`config.mk`:
```
export PLATFORM = sky130hd
export DESIGN_NAME = hxf_front
export DESIGN_NICKNAME = d
export VERILOG_FILES = /design/src/sv/hxf_pkg.sv /design/src/sv/hxf_front.sv
export SDC_FILE = /design/constraint.sdc
export NUM_CORES = 1
export LEC_CHECK = 0
export BUFFER_PORTS_ARGS = -buffer_cell sky130_fd_sc_hd__buf_2
export CAP_MARGIN = 0
export CORE_AREA = 4 4 145 147
export DETAILED_ROUTE_END_ITERATION = 6
export DIE_AREA = 0 0 149 151
export SYNTH_ARGS = -nofsm -noshare
export SYNTH_HDL_FRONTEND = slang
export SYNTH_SLANG_ARGS = --single-unit
```
`constraint.sdc`:
```
create_clock -name vclk -period 1.39
set_input_delay 0.278 -clock vclk [all_inputs]
set_output_delay 0.278 -clock vclk [all_outputs]
set_load 0.02 [all_outputs]
```
`src/sv/hxf_pkg.sv`:
```
`default_nettype none

package hxf_pkg;

    localparam int DIM       = 4;
    localparam int FRAC_BITS = 16;
    localparam int QW        = 32;
    localparam int CSW       = 18;
    localparam int ACTW      = 3;
    localparam int AXW       = 2;
    localparam int ROWW      = $clog2(DIM);
    localparam int IDXW      = 2 * ROWW;
    localparam int PW        = 2 * QW - FRAC_BITS;
    localparam int SUMW      = PW + 2;
    localparam int QDEPTH    = 4;
    localparam int QPTRW     = $clog2(QDEPTH);

    typedef logic signed [QW-1:0] t_q;

    localparam t_q Q_ONE = QW'(1 << FRAC_BITS);
    localparam t_q Q_ZERO = '0;

    localparam logic signed [SUMW-1:0] SUM_MAX = SUMW'({1'b0, {(QW-1){1'b1}}});
    localparam logic signed [SUMW-1:0] SUM_MIN = ~SUM_MAX;

    localparam logic [ACTW-1:0] ACT_LOAD   = ACTW'(0);
    localparam logic [ACTW-1:0] ACT_IDENT  = ACTW'(1);
    localparam logic [ACTW-1:0] ACT_SCALE  = ACTW'(2);
    localparam logic [ACTW-1:0] ACT_TRANS  = ACTW'(3);
    localparam logic [ACTW-1:0] ACT_ROTATE = ACTW'(4);
    localparam logic [ACTW-1:0] ACT_POINT  = ACTW'(5);

    localparam logic [AXW-1:0] AX_X = AXW'(0);
    localparam logic [AXW-1:0] AX_Y = AXW'(1);
    localparam logic [AXW-1:0] AX_Z = AXW'(2);

    typedef enum logic [2:0] {
        OP_LOAD,
        OP_IDENT,
        OP_SCALE,
        OP_TRANS,
        OP_ROT_X,
        OP_ROT_Y,
        OP_ROT_Z,
        OP_POINT
    } t_op;

    typedef struct packed {
        t_op                    op;
        logic [IDXW-1:0]        idx;
        logic signed [QW-1:0]   a;
        logic signed [QW-1:0]   b;
        logic signed [QW-1:0]   c;
        logic signed [QW-1:0]   d;
        logic signed [CSW-1:0]  cs;
        logic signed [CSW-1:0]  sn;
    } t_req;

endpackage

`default_nettype wire

```
`src/sv/hxf_front.sv`:
```
`default_nettype none

module hxf_front import hxf_pkg::*; (
    input  logic                   i_in_valid,
    output logic                   o_in_ready,
    input  logic [ACTW-1:0]        i_action,
    input  logic [IDXW-1:0]        i_coef_index,
    input  logic signed [QW-1:0]   i_coef_value,
    input  logic signed [QW-1:0]   i_arg_a,
    input  logic signed [QW-1:0]   i_arg_b,
    input  logic signed [QW-1:0]   i_arg_c,
    input  logic signed [QW-1:0]   i_arg_d,
    input  logic [AXW-1:0]         i_axis,
    input  logic signed [CSW-1:0]  i_cosine,
    input  logic signed [CSW-1:0]  i_sine,
    input  logic                   i_q_full,
    output logic                   o_push,
    output t_req                   o_req
);

    logic keep;
    t_op  op;

    always_comb begin
        keep = 1'b1;
        op   = OP_POINT;
        unique case (i_action)
            ACT_LOAD:   op = OP_LOAD;
            ACT_IDENT:  op = OP_IDENT;
            ACT_SCALE:  op = OP_SCALE;
            ACT_TRANS:  op = OP_TRANS;
            ACT_ROTATE: begin
                unique case (i_axis)
                    AX_X:    op = OP_ROT_X;
                    AX_Y:    op = OP_ROT_Y;
                    AX_Z:    op = OP_ROT_Z;
                    default: keep = 1'b0;
                endcase
            end
            ACT_POINT:  op = OP_POINT;
            default:    keep = 1'b0;
        endcase
    end

    assign o_in_ready = !i_q_full;
    assign o_push     = i_in_valid && !i_q_full && keep;

    always_comb begin
        o_req     = '0;
        o_req.op  = op;
        o_req.idx = i_coef_index;
        o_req.a   = i_arg_a;
        o_req.b   = i_arg_b;
        o_req.c   = i_arg_c;
        // load value rides in the w slot
        o_req.d   = (op == OP_LOAD) ? i_coef_value : i_arg_d;
        o_req.cs  = i_cosine;
        o_req.sn  = i_sine;
    end

endmodule

`default_nettype wire

```
==> results of run 1 <==
==> metal layers <==
layer	GRT usage [%]	vias up	wire length [µm]
li1	-	397	-
met1	2.690	412	1380
met2	8.984	189	3197
met3	4.548	66	1594
met4	3.295	0	443
met5	0	-	0
==> kinds of logic (layout without fill, tap and decap cells) <==
logic type             Yosys count  after routing
AO/OA/AOI/OAI                    2              2
buffers and inverters          141            118
AND/OR/NAND/NOR                  6              6
multiplexers                    32             32
==> cell type report <==
cell class / count / area, µm² / share of cell area [%]
inverters: 1 / 3.754 / 0.2110
multi-input cells: 40 / 540.5 / 30.38
well taps: 270 / 337.8 / 18.99
repair buffers: 117 / 897.1 / 50.42
==> through the flow <==
stage / cells / hold WS (ps)
6_report: 428 / 556.0
5_1_grt: 428 / 556.0
4_1_cts: 429 / 556.1
3_5_place_dp: 423 / 556.1
3_3_place_gp: 423 / 556.1
2_1_floorplan: 181 / 637.7
==> repair_timing <==
action | in CTS | in global routing
resized for setup | 102 | 4
setup endpoints to repair | 32 | 32
cloned | 3 | 0
setup buffers | 3 | 0
pin swaps | 1 | 1
==> synth_stat cells <==
| cell type | instances |
|---|---|
| buf_4 | 136 |
| nand4b_1 | 1 |
| nor3_4 | 1 |
| mux2_1 | 2 |
| and4_1 | 1 |
| inv_1 | 1 |
| nand2b_1 | 2 |
| buf_6 | 3 |
| o21ai_0 | 2 |
| clkbuf_1 | 1 |
| nand2_1 | 1 |
| mux2_2 | 30 |
==> path summary, 6_finish.rpt <==
| path | endpoint | slack (ps) | start | cells past startpoint |
|---|---|---|---|---|
| hold / removal | o_req[114] | 560 | i_arg_b[14] | 0 |
| setup / recovery | o_req[45] | -250 | i_action[1] | 6 |
==> critical path, cell delays in order <==
cell	delay, ps
buf_8	100
nor3_4	200
buf_6	160
buf_12	150
mux2_4	330
buf_6	140
==> power breakdown <==
group          switching (mW)  leakage, nW  internal [mW]
clock                       0            0              0
sequential                  0            0              0
combinational           0.234        0.816          0.334
total                   0.234        0.816          0.334
==> results by group, run 1 <==
Outcome
  – Violated checks: setup timing
  – Status: finished with violations

STA
  – Setup TNS: -7112 ps
  – Setup violations, final: 32
  – Slew HR: 88.36%
  – RSZ-0062 raised after global routing: true
  – Worst slew pin tran: 174.1 ps
  – Final Slew Violations: 0
  – Final Hold Viols: 0
  – Final min period: 1645 ps
  – PnR worst setup slack: -254.8 ps
  – Crit share post-route: 118.3%
  – Fmax: 0.6080 GHz

Critical path
  – Crit Path Max Fanout: 8
  – Worst EP required: 1110 ps
  – CP arrival: 1370 ps
  – CP Class: in -> out
  – Critical Path Sink Type: primary output
  – Type of origin of the critical path: input port

Synthesis
  – Synth cell types: 12
  – Syn Nets: 388
  – Cells after Synth: 181
  – XOR/XNOR Fraction of Synth Area: 0%
  – Synth warn: 0
  – Compound-gate portion of the synthesized area: 0.6751%
  – Cell taking the most area after synthesis: buf_4
  – Synth top area share: 68.86%
  – Largest family of logic cells by synthesized area: buffers and inverters
  – Multiplexer share of the synthesized area: 24.30%
  – Synth top area cells: buf_4 69%, mux2_2 23%, buf_6 2.3%, mux2_1 1.5%, nor3_4 1.1%
  – Synthesized area per cell: 8.192 µm²
  – Mapped cell area: 1483 µm²
  – Post-synthesis simple-gate area fraction: 3.376%
  – Post-synthesis sequential area ratio: 0%
  – Synth Area in Adders: 0%

Hold path
  – HP Class: in -> out

Cells and area
  – Most common cell after layout, fill and taps aside: buf_2
  – ANT cells: 0
  – Most frequent cells in the layout: 74 x buf_2, 35 x buf_6, 32 x mux2_4
  – Share of cells above drive strength 1: 94.94%
  – Design area: 1779 µm²
  – Fill cells: 2306
  – Storage element area: 0 µm²
  – Seq cells: 0
  – Nets: 367
  – Final core utilization: 8.937%
  – Area Growth Syn to Fin: 20.00%
  – Clkbuf count: 0

Placed design
  – Setup WS pre-CTS: -325.9 ps
  – Placer Congestion: 0.5860
  – Final HPWL DP: 5.181 mm
  – Post-DP Area: 1345 µm²
  – IO Port Bufs: 108

GRT
  – Largest net degree at the start of global routing: 9
  – Vias in the first global route: 1129
  – Tot GR Track Use: 4.835%
  – Global-route wire length before repair: 7.707 mm
  – Grt total ovfl: 0
  – Initial antenna violation count: 0

Run
  – MaxCap Viol Count: 0

Drt
  – DRC viols: 0
  – Routed Wire Length: 6.614 mm
  – Vias per cell: 2.486
  – DR iter-0 viols: 37
  – Routed Antenna Nets: 0
  – Average routed wire per standard cell: 15.45 µm
  – DR vias: 1064
  – TritonRoute pass-1 iters: 3

Pwr
  – Worst vdd ir: 49.29 µV
  – P_leak: 0.8163 nW
  – Tot Pwr: 0.5680 mW
  – Pwr dens: 319.3 nW/µm²

Floorplan
  – Die area: 22500 µm²
  – Die width: 149 µm
  – Initial Utilization: 7.447%
  – Core Rows: 52
  – Die height: 151 µm
  – Core footprint: 19910 µm²
  – IO Pins: 380

Clock network
  – CTS Hold Buffers Added: 0
Power figures use the tool's default switching activity.
==> inputs of run 2 (changes only) <==
SKIP_LAST_GASP = 1   (was default)
clock period = 1.7 ns   (was 1.39 ns; I/O delays follow)
==> run 2 against run 1 <==
The run still ends with setup timing left. Clock-buffer cell count is the same. Sequential cell count is the same. Worst setup slack gained 150 ps. Critical path depth is the same. Final cell count shrank 0.47%. First-iteration DRC count shrank 73%. Utilization shrank 0.13 points. Die area is the same. Total power shrank 16%. Global-route usage grew 0.63 points. Combinational power shrank 16%. Sequential share of layout area is the same. Critical path type unchanged.
==> results by group, run 2 (synthesis results as in run 1) <==
Outcome
  – Status: finished with violations
  – Violated checks: setup timing

Hold path
  – HP Class: in -> out
  – Hold Path End: o_req[135]
  – WHS Path Cells: 0 (unchanged)
  – Hold path startpoint: i_arg_a[3]

Critical path
  – Critical Path Sink Type: primary output
  – Worst EP required: 1360 ps (+250 ps)
  – Crit Path Max Fanout: 8 (unchanged)
  – CP Class: in -> out
  – Type of origin of the critical path: input port
  – CP arrival: 1460 ps (+90 ps)

Clock network
  – CTS Hold Buffers Added: 0 (unchanged)

Drt
  – DR vias: 1075 (+1.0%)
  – DR iter-0 viols: 10 (-73%)
  – Routed Antenna Nets: 0 (unchanged)
  – DRC viols: 0 (unchanged)
  – Average routed wire per standard cell: 18.79 µm (+22%)
  – Routed Wire Length: 8.004 mm (+21%)
  – Vias per cell: 2.523 (+1.5%)
  – TritonRoute pass-1 iters: 3 (unchanged)

Placed design
  – Placer Congestion: 0.5538 (-5.5%)
  – IO Port Bufs: 108 (unchanged)
  – Final HPWL DP: 6.241 mm (+20%)

GRT
  – Vias in the first global route: 1067 (-5.5%)
  – Grt total ovfl: 0 (unchanged)
  – Tot GR Track Use: 5.469% (+0.63 points)
  – Initial antenna violation count: 1 (+1)
  – Largest net degree at the start of global routing: 17 (+8)
  – Global-route wire length before repair: 8.321 mm (+8.0%)

STA
  – Min Hold Slack: 680.0 ps (+124.0 ps)
  – Worst slew pin tran: 178.5 ps (+4.407 ps)
  – Crit share post-route: 106.1%
  – Setup TNS: -2092 ps (+5020 ps)
  – RSZ-0062 raised after global routing: true
  – Final min period: 1804 ps
  – Final Hold Viols: 0 (unchanged)
  – Setup violations, final: 32 (unchanged)
  – PnR worst setup slack: -104.2 ps (+150.7 ps)
  – Final Slew Violations: 0 (unchanged)
  – Slew HR: 88.06% (-0.29 points)
  – Fmax: 0.5543 GHz

Cells and area
  – ANT cells: 0 (unchanged)
  – Clkbuf count: 0 (unchanged)
  – Final core utilization: 8.811% (-0.13 points)
  – Most frequent cells in the layout: 74 x buf_2, 34 x buf_6, 31 x mux2_4
  – Nets: 365 (-0.54%)
  – Most common cell after layout, fill and taps aside: buf_2
  – Seq cells: 0 (unchanged)
  – Share of cells above drive strength 1: 94.87% (about the same)
  – Area Growth Syn to Fin: 18.31%
  – Storage element area: 0 µm² (unchanged)

Floorplan
  – Die width: 149 µm (unchanged)
  – Core Rows: 52 (unchanged)
  – Core footprint: 19910 µm² (unchanged)
  – Die height: 151 µm (unchanged)
  – IO Pins: 380 (unchanged)
  – Initial Utilization: 7.447% (unchanged)
  – Die area: 22500 µm² (unchanged)

Pwr
  – Worst vdd ir: 46.94 µV (-4.8%)
  – Tot Pwr: 0.4751 mW (-16%)
  – Pwr dens: 270.8 nW/µm² (-15%)
  – P_leak: 0.8012 nW (-1.9%)

Run
  – MaxCap Viol Count: 0 (unchanged)
==> run 2: worst max-delay path: stages <==
cell,delay (ps)
buf_8,100
nor3_4,210
buf_6,160
buf_12,150
mux2_4,330
buf_4,160
==> run 2: routing by layer <==
layer | part of all wire (%) | wire length (µm) | track usage, %
met2 | 50 | 4027 | 10.18
met4 | 6.3 | 508 | 3.844
met3 | 19 | 1493 | 3.920
met1 | 25 | 1961 | 3.719
met5 | 0.16 | 13 | 0
==> run 2: how the worst max path moves through the flow <==
stage	slack (ps)	startpoint	cells past startpoint	end
after floorplan	150	i_action[0]	3	o_req[40]
after detailed placement	-140	i_action[0]	5	o_req[62]
after global placement	-120	i_action[0]	5	o_req[62]
after global routing	-150	i_action[1]	6	o_req[67]
after CTS	-130	i_action[2]	7	o_req[37]
final	-100	i_action[1]	6	o_req[39]
==> run 2: layout make-up <==
type	count	area [µm²]
fillers	2312	18150
repair buffers	115	875.8
multi-input cells	40	536.8
well taps	270	337.8
inverters	1	3.754
==> run 2: repair_timing <==
action / in CTS / in global routing
pin swaps: 1 / 1
setup endpoints to repair: 32 / 32
gates resized for setup: 58 / 46
gates cloned: 2 / 1
buffers inserted: 3 / 0
==> run 2: report_power, final <==
part	total [mW]	leakage (nW)	internal [mW]	switching, mW
combinational	0.475	0.801	0.268	0.207
clock	0	0	0	0
sequential	0	0	0	0
==> run 2: through the flow <==
step / std cells / cell area (µm²) / setup WS, ps
5_1_grt: 426 / 1754 / -151.4
6_report: 426 / 1754 / -104.2
3_5_place_dp: 421 / 1330 / -136.2
2_1_floorplan: 181 / 1483 / 152.8
3_3_place_gp: 421 / 1330 / -121.7
4_1_cts: 426 / 1608 / -126.3
