File: config.mk
export PLATFORM = sky130hd
export DESIGN_NAME = hxf_queue
export DESIGN_NICKNAME = d
export VERILOG_FILES = /design/src/sv/hxf_pkg.sv /design/src/sv/hxf_queue.sv
export SDC_FILE = /design/constraint.sdc
export NUM_CORES = 1
export LEC_CHECK = 0
export BUFFER_PORTS_ARGS = -buffer_cell sky130_fd_sc_hd__buf_2
export CORE_MARGIN = 3
export CORE_UTILIZATION = 55
export CTS_CLUSTER_SIZE = 28
export DETAILED_ROUTE_END_ITERATION = 6
export GPL_ROUTABILITY_DRIVEN = 0
export GPL_TIMING_DRIVEN = 1
export PLACE_DENSITY = 0.87
export SKIP_CTS_REPAIR_TIMING = 1
export SLEW_MARGIN = 20
export SYNTH_ARGS = -nofsm -noshare
export SYNTH_HDL_FRONTEND = slang
export SYNTH_SLANG_ARGS = --single-unit
File: constraint.sdc
create_clock -name i_clk -period 7.07 [get_ports i_clk]
set_clock_uncertainty 0.2 [all_clocks]
set_input_delay 0.3535 -clock i_clk [delete_from_list [all_inputs] [get_ports i_clk]]
set_output_delay 0.3535 -clock i_clk [all_outputs]
set_load 0.005 [all_outputs]
File: src/sv/hxf_pkg.sv
`default_nettype none

package hxf_pkg;

    localparam int DIM       = 4;
    localparam int FRAC_BITS = 16;
    localparam int QW        = 32;
    localparam int CSW       = 18;
    localparam int ACTW      = 3;
    localparam int AXW       = 2;
    localparam int ROWW      = $clog2(DIM);
    localparam int IDXW      = 2 * ROWW;
    localparam int PW        = 2 * QW - FRAC_BITS;
    localparam int SUMW      = PW + 2;
    localparam int QDEPTH    = 4;
    localparam int QPTRW     = $clog2(QDEPTH);

    typedef logic signed [QW-1:0] t_q;

    localparam t_q Q_ONE = QW'(1 << FRAC_BITS);
    localparam t_q Q_ZERO = '0;

    localparam logic signed [SUMW-1:0] SUM_MAX = SUMW'({1'b0, {(QW-1){1'b1}}});
    localparam logic signed [SUMW-1:0] SUM_MIN = ~SUM_MAX;

    localparam logic [ACTW-1:0] ACT_LOAD   = ACTW'(0);
    localparam logic [ACTW-1:0] ACT_IDENT  = ACTW'(1);
    localparam logic [ACTW-1:0] ACT_SCALE  = ACTW'(2);
    localparam logic [ACTW-1:0] ACT_TRANS  = ACTW'(3);
    localparam logic [ACTW-1:0] ACT_ROTATE = ACTW'(4);
    localparam logic [ACTW-1:0] ACT_POINT  = ACTW'(5);

    localparam logic [AXW-1:0] AX_X = AXW'(0);
    localparam logic [AXW-1:0] AX_Y = AXW'(1);
    localparam logic [AXW-1:0] AX_Z = AXW'(2);

    typedef enum logic [2:0] {
        OP_LOAD,
        OP_IDENT,
        OP_SCALE,
        OP_TRANS,
        OP_ROT_X,
        OP_ROT_Y,
        OP_ROT_Z,
        OP_POINT
    } t_op;

    typedef struct packed {
        t_op                    op;
        logic [IDXW-1:0]        idx;
        logic signed [QW-1:0]   a;
        logic signed [QW-1:0]   b;
        logic signed [QW-1:0]   c;
        logic signed [QW-1:0]   d;
        logic signed [CSW-1:0]  cs;
        logic signed [CSW-1:0]  sn;
    } t_req;

endpackage

`default_nettype wire

File: src/sv/hxf_queue.sv
`default_nettype none

module hxf_queue import hxf_pkg::*; (
    input  logic  i_clk,
    input  logic  i_rst_n,
    input  logic  i_push,
    input  t_req  i_req,
    output logic  o_full,
    output logic  o_valid,
    input  logic  i_pop,
    output t_req  o_req
);

    t_req             r_mem [QDEPTH];
    logic [QPTRW-1:0] r_wr;
    logic [QPTRW-1:0] r_rd;
    logic [QPTRW:0]   r_cnt;
    logic [QPTRW-1:0] n_wr;
    logic [QPTRW-1:0] n_rd;
    logic [QPTRW:0]   n_cnt;

    assign o_full  = (r_cnt == (QPTRW+1)'(QDEPTH));
    assign o_valid = (r_cnt != '0);
    assign o_req   = r_mem[r_rd];

    always_comb begin
        n_wr  = r_wr;
        n_rd  = r_rd;
        n_cnt = r_cnt;
        if (i_push) begin
            n_wr = (r_wr == QPTRW'(QDEPTH-1)) ? '0 : r_wr + QPTRW'(1);
        end
        if (i_pop) begin
            n_rd = (r_rd == QPTRW'(QDEPTH-1)) ? '0 : r_rd + QPTRW'(1);
        end
        if (i_push && !i_pop) begin
            n_cnt = r_cnt + (QPTRW+1)'(1);
        end else if (i_pop && !i_push) begin
            n_cnt = r_cnt - (QPTRW+1)'(1);
        end
    end

    always_ff @(posedge i_clk) begin
        if (!i_rst_n) begin
            r_wr  <= '0;
            r_rd  <= '0;
            r_cnt <= '0;
        end else begin
            r_wr  <= n_wr;
            r_rd  <= n_rd;
            r_cnt <= n_cnt;
        end
    end

    always_ff @(posedge i_clk) begin
        if (i_push) begin
            r_mem[r_wr] <= i_req;
        end
    end

endmodule

`default_nettype wire

==> qor.yml, run 1 <==
place:
  port_buffers: 347
  place_hpwl_um: 29700
worst_setup_path:
  cpPeakStageDelay_ps: 980
  cp.arrival_ps: 3160
  cp_num_buf_inv: 2
  critPathTopFamily: "buffers and inverters"
  crit_slowest_cell: "dfxtp_4"
  start_kind: "flip-flop"
  crit_chain: "buf_4, mux4_2, buf_2"
  required_ps: 6520
  end_kind: "primary output"
  path_class: "flip-flop to primary output"
  cp_max_fo: 62
synthesis:
  synth-seq-area-share_pct: 82.6
  synthesis.nets: 1119
  synth.area.top_cells: "edfxtp_1 (82%), mux4_2 (15%), dfxtp_1 (0.72%), buf_6 (0.49%), buf_2 (0.38%)"
  ys.warnings.count: 0
  ys_types: 22
  netlist_area_um2: 25100
  synth_area_per_cell_um2: 26.8
  syn-instance-count: 937
  ys_seq_elements: 693
  synth.largest_area_cell: "edfxtp_1"
  yosysTopAreaCellShare_pct: 81.8
finish:
  seq_area_um2: 20700
  drive_gt1_share_pct: 40.4
  fillers: 2461
  area_growth_pct: 24.9
  final_common_cell: "edfxtp_1"
  fin_util_pct: 70.3
  fin_nets: 1686
  multi_input_area_um2: 4130
  final_cell_mix: "edfxtp_1 (684), buf_2 (347), dlygate4sd3_1 (175)"
global_route:
  grt_use_total_pct: 21.9
  antenna_found_initial: 4
  grt_pass1_vias: 12253
  grt_start_max_net_pins: 84
  grt_overflow_total: 0
  grt_pass1_wl_um: 77200
pwr:
  leakage_nw: 10.7
  vdd_ir_drop_max_uv: 289
  powerDensity_nw_per_um2: 289
floorplanning:
  start_util_pct: 56.3
  coreArea_um2: 44600
  io_pins: 348
  chipHeight_um: 220
  fp.dieArea_um2: 48200
  num_rows: 77
  die_w_um: 220
detailed_routing:
  drc: 0
  drtAntennaViolNets: 0
  routed_wirelength_um: 56800
  drt_iter0_markers: 1067
  first_pass_iters: 5
  post_drt_via_cell_ratio: 5.83
  vias: 12493
  routedWlPerCell_um: 26.5
status:
  status: "finished, final reports clean"
timing:
  drv_slew: 0
  slew_headroom_pct: 27.5
  post-route-period-util_pct: 52.5
  tns_ps: 0
  finalHoldViolCount: 0
  fin_crit_ps: 3710
  rsz0062_at_grt: "false"
  setup_viol: 0
  tightest_slew_ps: 1090
  max_clock_freq_ghz: 0.269
clock_network:
  cts_tree: "yes"
  cts_buffers: 68
  cts_htree_levels: 3
  cts_buffer_depth: 3
  clkTransAtPathRegs_ps: 60
  root_buffer: "clkbuf_16"
  worstSkewPairLatency_ps: 580
  clock-sinks: 693
run:
  drv_cap: 0
hold_path:
  hp-class: "input port to flip-flop"
[synthesized netlist by cell type]
| library cell | n |
|---|---|
| nor2b_1 | 5 |
| xor2_1 | 1 |
| buf_1 | 2 |
| o21ai_0 | 1 |
| or3_1 | 2 |
| fa_1 | 1 |
| edfxtp_1 | 684 |
| ha_1 | 6 |
| nor2_1 | 1 |
| nor3_1 | 1 |
| xnor2_1 | 1 |
| mux4_2 | 171 |
| dfxtp_1 | 9 |
| inv_1 | 4 |
| nor3b_1 | 1 |
| buf_2 | 19 |
| o21a_1 | 1 |
| mux2i_1 | 4 |
| and2_1 | 5 |
| buf_6 | 11 |
| a21boi_0 | 1 |
| clkbuf_1 | 6 |
[registers in the layout, indices dropped and copies added, names as in the netlist, named ones only]
signal / flops
r_cnt: 3
r_rd: 2
r_wr: 2
r_mem: 684
[power breakdown]
group,internal [mW],switching [mW]
combinational,0.388,0.392
clock,2.07,1.43
sequential,4.71,0.0721
[final timing paths]
kind,start,end,slack [ps],cells past startpoint
max,flip-flop,o_req[9],3360,3
max reg2reg,r_wr[0],r_mem[3][156],4200,3
min,i_req[54],r_mem[1][54],320,2
min reg2reg,r_cnt[2],r_cnt[2],370,2
[logic make-up (layout without fill, tap and decap cells)]
| group | Yosys count | in the layout | synth area share [%] |
|---|---|---|---|
| and+or+nand+nor | 15 | 15 | 0.364 |
| xor gates and xnor gates | 2 | 2 | 0.0698 |
| muxes | 175 | 175 | 15.5 |
| adders and majority gates | 7 | 7 | 0.379 |
| buffers and inverters | 42 | 653 | 1.05 |
| DFF | 693 | 693 | 82.6 |
| other | 0 | 3 | 0 |
| AOI/OAI and AO/OA | 3 | 3 | 0.0798 |
[routing by layer]
metal  vias up  global-route usage (%)  share of wire (%)
met2       708                    35.3                 51
met5         -                       0              0.023
li1       5203                       -                  -
met1      6469                    28.6                 37
met4         2                    7.92                2.9
met3       111                    6.87                8.8
[area by class of cell]
type	count	area share (%)
flip-flops and latches	693	66.1
repair buffers	535	11.5
diodes	3	0.0239
well taps	592	2.36
clock inverters	26	0.774
multi-input cells	202	13.2
clock buffers	88	6.07
inverters	4	0.0479
[stage by stage]
stage	total power [mW]	area [µm²]	cells	hold WS, ps	setup WS [ps]
after floorplan	5.23	25100	937	252	1880
after global placement	5.51	27500	1851	294	4040
after detailed placement	5.55	27500	1851	334	4010
after CTS	9.02	29600	1965	-256	3320
after global routing	9.35	31400	2142	313	3240
final	9.06	31400	2143	324	3360
Power figures use the tool's default switching activity.
==> run 2, diff against run 1 <==
Clock period 7.07 ns to 3.9 ns, I/O delays scaled along.
==> qor.yml, run 2 (synthesis results as in run 1) <==
place:
  port_buffers: 347
  place_hpwl_um: 31500
timing:
  tns_ps: 0
  finalHoldViolCount: 0
  drv_slew: 0
  setup_viol: 0
  max_clock_freq_ghz: 0.337
  post-route-period-util_pct: 76.2
  tightest_slew_ps: 941
  slew_headroom_pct: 37.3
  fin_crit_ps: 2970
  rsz0062_at_grt: "false"
finish:
  fillers: 2404
  top_regs: "r_mem: 684 flops, r_cnt: 3 flops"
  final_cell_mix: "edfxtp_1 (684), buf_2 (347), dlygate4sd3_1 (175)"
  largest_register: "r_mem"
  drive_gt1_share_pct: 41.6
  final_common_cell: "edfxtp_1"
  fin_util_pct: 71.0
  fin_nets: 1710
  area_growth_pct: 26.2
  largest_register_ffs: 684
clock_network:
  cts_buffers: 68
  cts_tree: "yes"
  clkTransAtPathRegs_ps: 70
  clock-sinks: 693
  cts_buffer_depth: 3
  cts_htree_levels: 3
  root_buffer: "clkbuf_16"
  worstSkewPairLatency_ps: 600
global_route:
  grt_overflow_total: 0
  grt_pass1_vias: 12337
  grt_use_total_pct: 22.2
  grt_start_max_net_pins: 64
  antenna_found_initial: 4
  grt_pass1_wl_um: 78200
hold_path:
  min_delay_path_depth: 2
  hp-class: "input port to flip-flop"
  hold_end: "r_mem[1][35]"
  hold_start: "i_req[35]"
floorplanning:
  fp.dieArea_um2: 48200
  num_rows: 77
  io_pins: 348
  die_w_um: 220
  coreArea_um2: 44600
  chipHeight_um: 220
  start_util_pct: 56.3
pwr:
  vdd_ir_drop_max_uv: 602
  p_int_mw: 12.9
  combPwrFrac_pct: 8.9
  total_power_mw: 16.5
  powerDensity_nw_per_um2: 521
  pwr-share-clk_pct: 38.6
  p_switching_mw: 3.59
  power_frac_seq_pct: 52.5
  leakage_nw: 10.8
  p_sw_share_pct: 21.7
run:
  drv_cap: 0
worst_setup_path:
  timing.rr.start: "r_wr[0]"
  r2r_setup_slack_ps: 1520
  cpPeakStageDelay_ps: 740
  r2r_cells: 3
  required_ps: 3500
  crit_chain: "buf_12, mux4_2, buf_2"
  end_kind: "primary output"
  cp.arrival_ps: 2580
  cp_max_fo: 42
  start_kind: "flip-flop"
  crit_slowest_cell: "dfxtp_4"
  path_class: "flip-flop to primary output"
  rr_endpoint: "r_mem[3][137]"
detailed_routing:
  vias: 12691
  drc: 0
  routed_wirelength_um: 57700
  drtAntennaViolNets: 0
  post_drt_via_cell_ratio: 5.84
  drt_iter0_markers: 1192
  routedWlPerCell_um: 26.6
  first_pass_iters: 5
status:
  status: "finished, final reports clean"
==> run 2: layout make-up <==
class	count	area, µm²	share of cell area (%)
flip-flops and latches	693	20700	65.4
multi-input cells	202	4130	13.0
repair buffers	559	3920	12.4
clock buffers	84	1800	5.70
well taps	592	741	2.34
clock inverters	36	340	1.07
inverters	4	15.0	0.0474
diodes	4	10.0	0.0316
==> run 2: power groups by stage <==
stage | sequential [mW] | clock [mW] | combinational [mW]
after floorplan | 8.77 | 0 | 0.687
after global placement | 8.78 | 0 | 1.26
after detailed placement | 8.81 | 0 | 1.29
after CTS | 8.66 | 6.42 | 1.32
after global routing | 8.69 | 6.76 | 1.57
final | 8.67 | 6.37 | 1.47
==> run 2: metrics by stage <==
step	hold WS, ps	area [µm²]	setup slack, ps	cells
after floorplan	93.9	25100	608	937
after global placement	204	27800	1530	1875
after detailed placement	212	27800	1500	1875
after CTS	-437	29900	844	1995
after global routing	114	31700	744	2172
final	142	31700	930	2174
==> run 2: worst max-delay path by stage <==
stage | start | to | slack, ps | depth (start not counted)
3_3_place_gp | flip-flop | o_req[74] | 1530 | 3
2_1_floorplan | r_wr[0] | r_mem[3][0] | 610 | 2
5_1_grt | flip-flop | o_req[82] | 740 | 3
6_report | flip-flop | o_req[136] | 930 | 3
4_1_cts | flip-flop | o_req[136] | 840 | 3
3_5_place_dp | flip-flop | o_req[136] | 1500 | 3
==> run 2: critical path, delay by kind of cell, from the launching register on <==
family,cells,cell delay (ps)
buf+inv,2,550
flops,1,740
mux,1,610
==> run 2: per-layer routing <==
| layer | wire length, µm | vias up | track usage, % |
|---|---|---|---|
| met5 | 0 | - | 0 |
| met4 | 1630 | 0 | 7.13 |
| met3 | 5350 | 111 | 7.60 |
| met2 | 29700 | 759 | 35.9 |
| met1 | 21100 | 6545 | 29.1 |
| li1 | - | 5276 | - |
==> run 3, diff against run 2 <==
Settings changed: CORE_UTILIZATION 55 to 51, PLACE_DENSITY 0.87 to 0.85.
Clock period 3.9 ns to 2.6 ns, I/O delays scaled along.
==> qor.yml, run 3 (synthesis results as in run 1) <==
clock_network:
  worstSkewPairLatency_ps: 590
  root_buffer: "clkbuf_16"
  cts_tree: "yes"
  clock-sinks: 693
  cts_buffers: 70
  clkTransAtPathRegs_ps: 60
  cts_htree_levels: 3
  cts_buffer_depth: 3
global_route:
  grt_start_max_net_pins: 71
  grt_pass1_wl_um: 79200
  grt_overflow_total: 0
  grt_pass1_vias: 12567
  grt_use_total_pct: 20.4
  antenna_found_initial: 3
detailed_routing:
  wl_met2_um: 32200
  dr_wl_met3_um: 4840
  routed.top_layer: "met4"
  first_pass_iters: 5
  wirelength_met1_um: 22000
  drc: 0
  drt_iter0_markers: 1144
  post_drt_via_cell_ratio: 5.65
  routedWlPerCell_um: 26.9
  routed_wirelength_um: 61000
  drtAntennaViolNets: 0
  vias: 12783
finish:
  top_regs: "r_mem: 684 flops, r_cnt: 3 flops"
  final_cell_mix: "edfxtp_1 (684), buf_2 (347), dlygate4sd3_1 (175)"
  largest_register: "r_mem"
  area_growth_pct: 28.8
  drive_gt1_share_pct: 42.7
  largest_register_ffs: 684
  final_common_cell: "edfxtp_1"
  fin_util_pct: 67.2
  fin_nets: 1734
pwr:
  vdd_ir_drop_max_uv: 730
  total_power_mw: 25.8
  powerDensity_nw_per_um2: 797
  leakage_nw: 11.1
floorplanning:
  coreArea_um2: 48100
  die_w_um: 228
  io_pins: 348
  chipHeight_um: 228
  start_util_pct: 52.1
  num_rows: 80
  fp.dieArea_um2: 51900
worst_setup_path:
  end_kind: "primary output"
  start_kind: "flip-flop"
  required_ps: 2270
  cp_max_fo: 17
  path_class: "flip-flop to primary output"
  cp.arrival_ps: 2180
  timing.rr.start: "r_wr[0]"
timing:
  slew_headroom_pct: 66.0
  finalWorstSetupSlack_ps: 86.8
  setup_viol: 0
  tightest_slew_ps: 509
  rsz0062_at_grt: "true"
  tns_ps: 0
  hold_ws_ps: 86.6
  post-route-period-util_pct: 96.7
  fin_crit_ps: 2510
  drv_slew: 0
  max_clock_freq_ghz: 0.398
  finalHoldViolCount: 0
status:
  status: "finished, final reports clean"
place:
  port_buffers: 347
  place_hpwl_um: 31700
  post-place-ws_ps: 587
hold_path:
  hp-class: "input port to flip-flop"
  hold_start: "i_req[33]"
run:
  drv_cap: 0
[run 3: cell types whose count changed in the layout (fill, tap and decap cells not counted), moves of 4 or more]
cell       previous run  this run
bufinv_16             5        10
clkbuf_16            70        74
buf_4                25        33
clkinv_4              4         0
buf_12               12        24
[run 3: critical path, cell delays in order, from the launching register on]
cell and delay [ps]:
dfxtp_4 430, buf_12 200, buf_12 210, mux4_2 560, buf_2 150
[run 3: through the flow]
stage	instance area, µm²	std cells
CTS	30400	2069
finish	32300	2264
global route	32300	2262
detailed placement	28100	1944
floorplan	25100	937
global placement	28100	1944
[run 3: power by group]
part | switching (mW) | internal, mW | total, mW
Sequential | 0.172 | 12.8 | 13.0
Clock | 4.18 | 6.23 | 10.4
Combinational | 1.18 | 1.19 | 2.37
[run 3: metal layers]
layer | up-vias | global-route usage (%)
met1 | 6674 | 25.7
met4 | 0 | 6.24
met3 | 124 | 6.77
li1 | 5317 | -
met2 | 668 | 34.2
met5 | - | 0
[run 3: final cells by class]
| type | count | area (µm²) |
|---|---|---|
| clock inverters | 38 | 457 |
| diodes | 3 | 7.51 |
| well taps | 656 | 821 |
| repair buffers | 581 | 4270 |
| flip-flops and latches | 693 | 20700 |
| fillers | 2821 | 15800 |
| multi-input cells | 202 | 4130 |
| inverters | 4 | 15.0 |
| clock buffers | 87 | 1910 |
[run 3: final timing paths]
| kind | slack [ps] | to | cells past startpoint |
|---|---|---|---|
| hold / removal | 90 | r_mem[1][33] | 2 |
| setup reg to reg | 530 | r_mem[2][134] | 4 |
| setup / recovery | 90 | o_req[151] | 4 |
| hold reg to reg | 410 | r_cnt[2] | 2 |
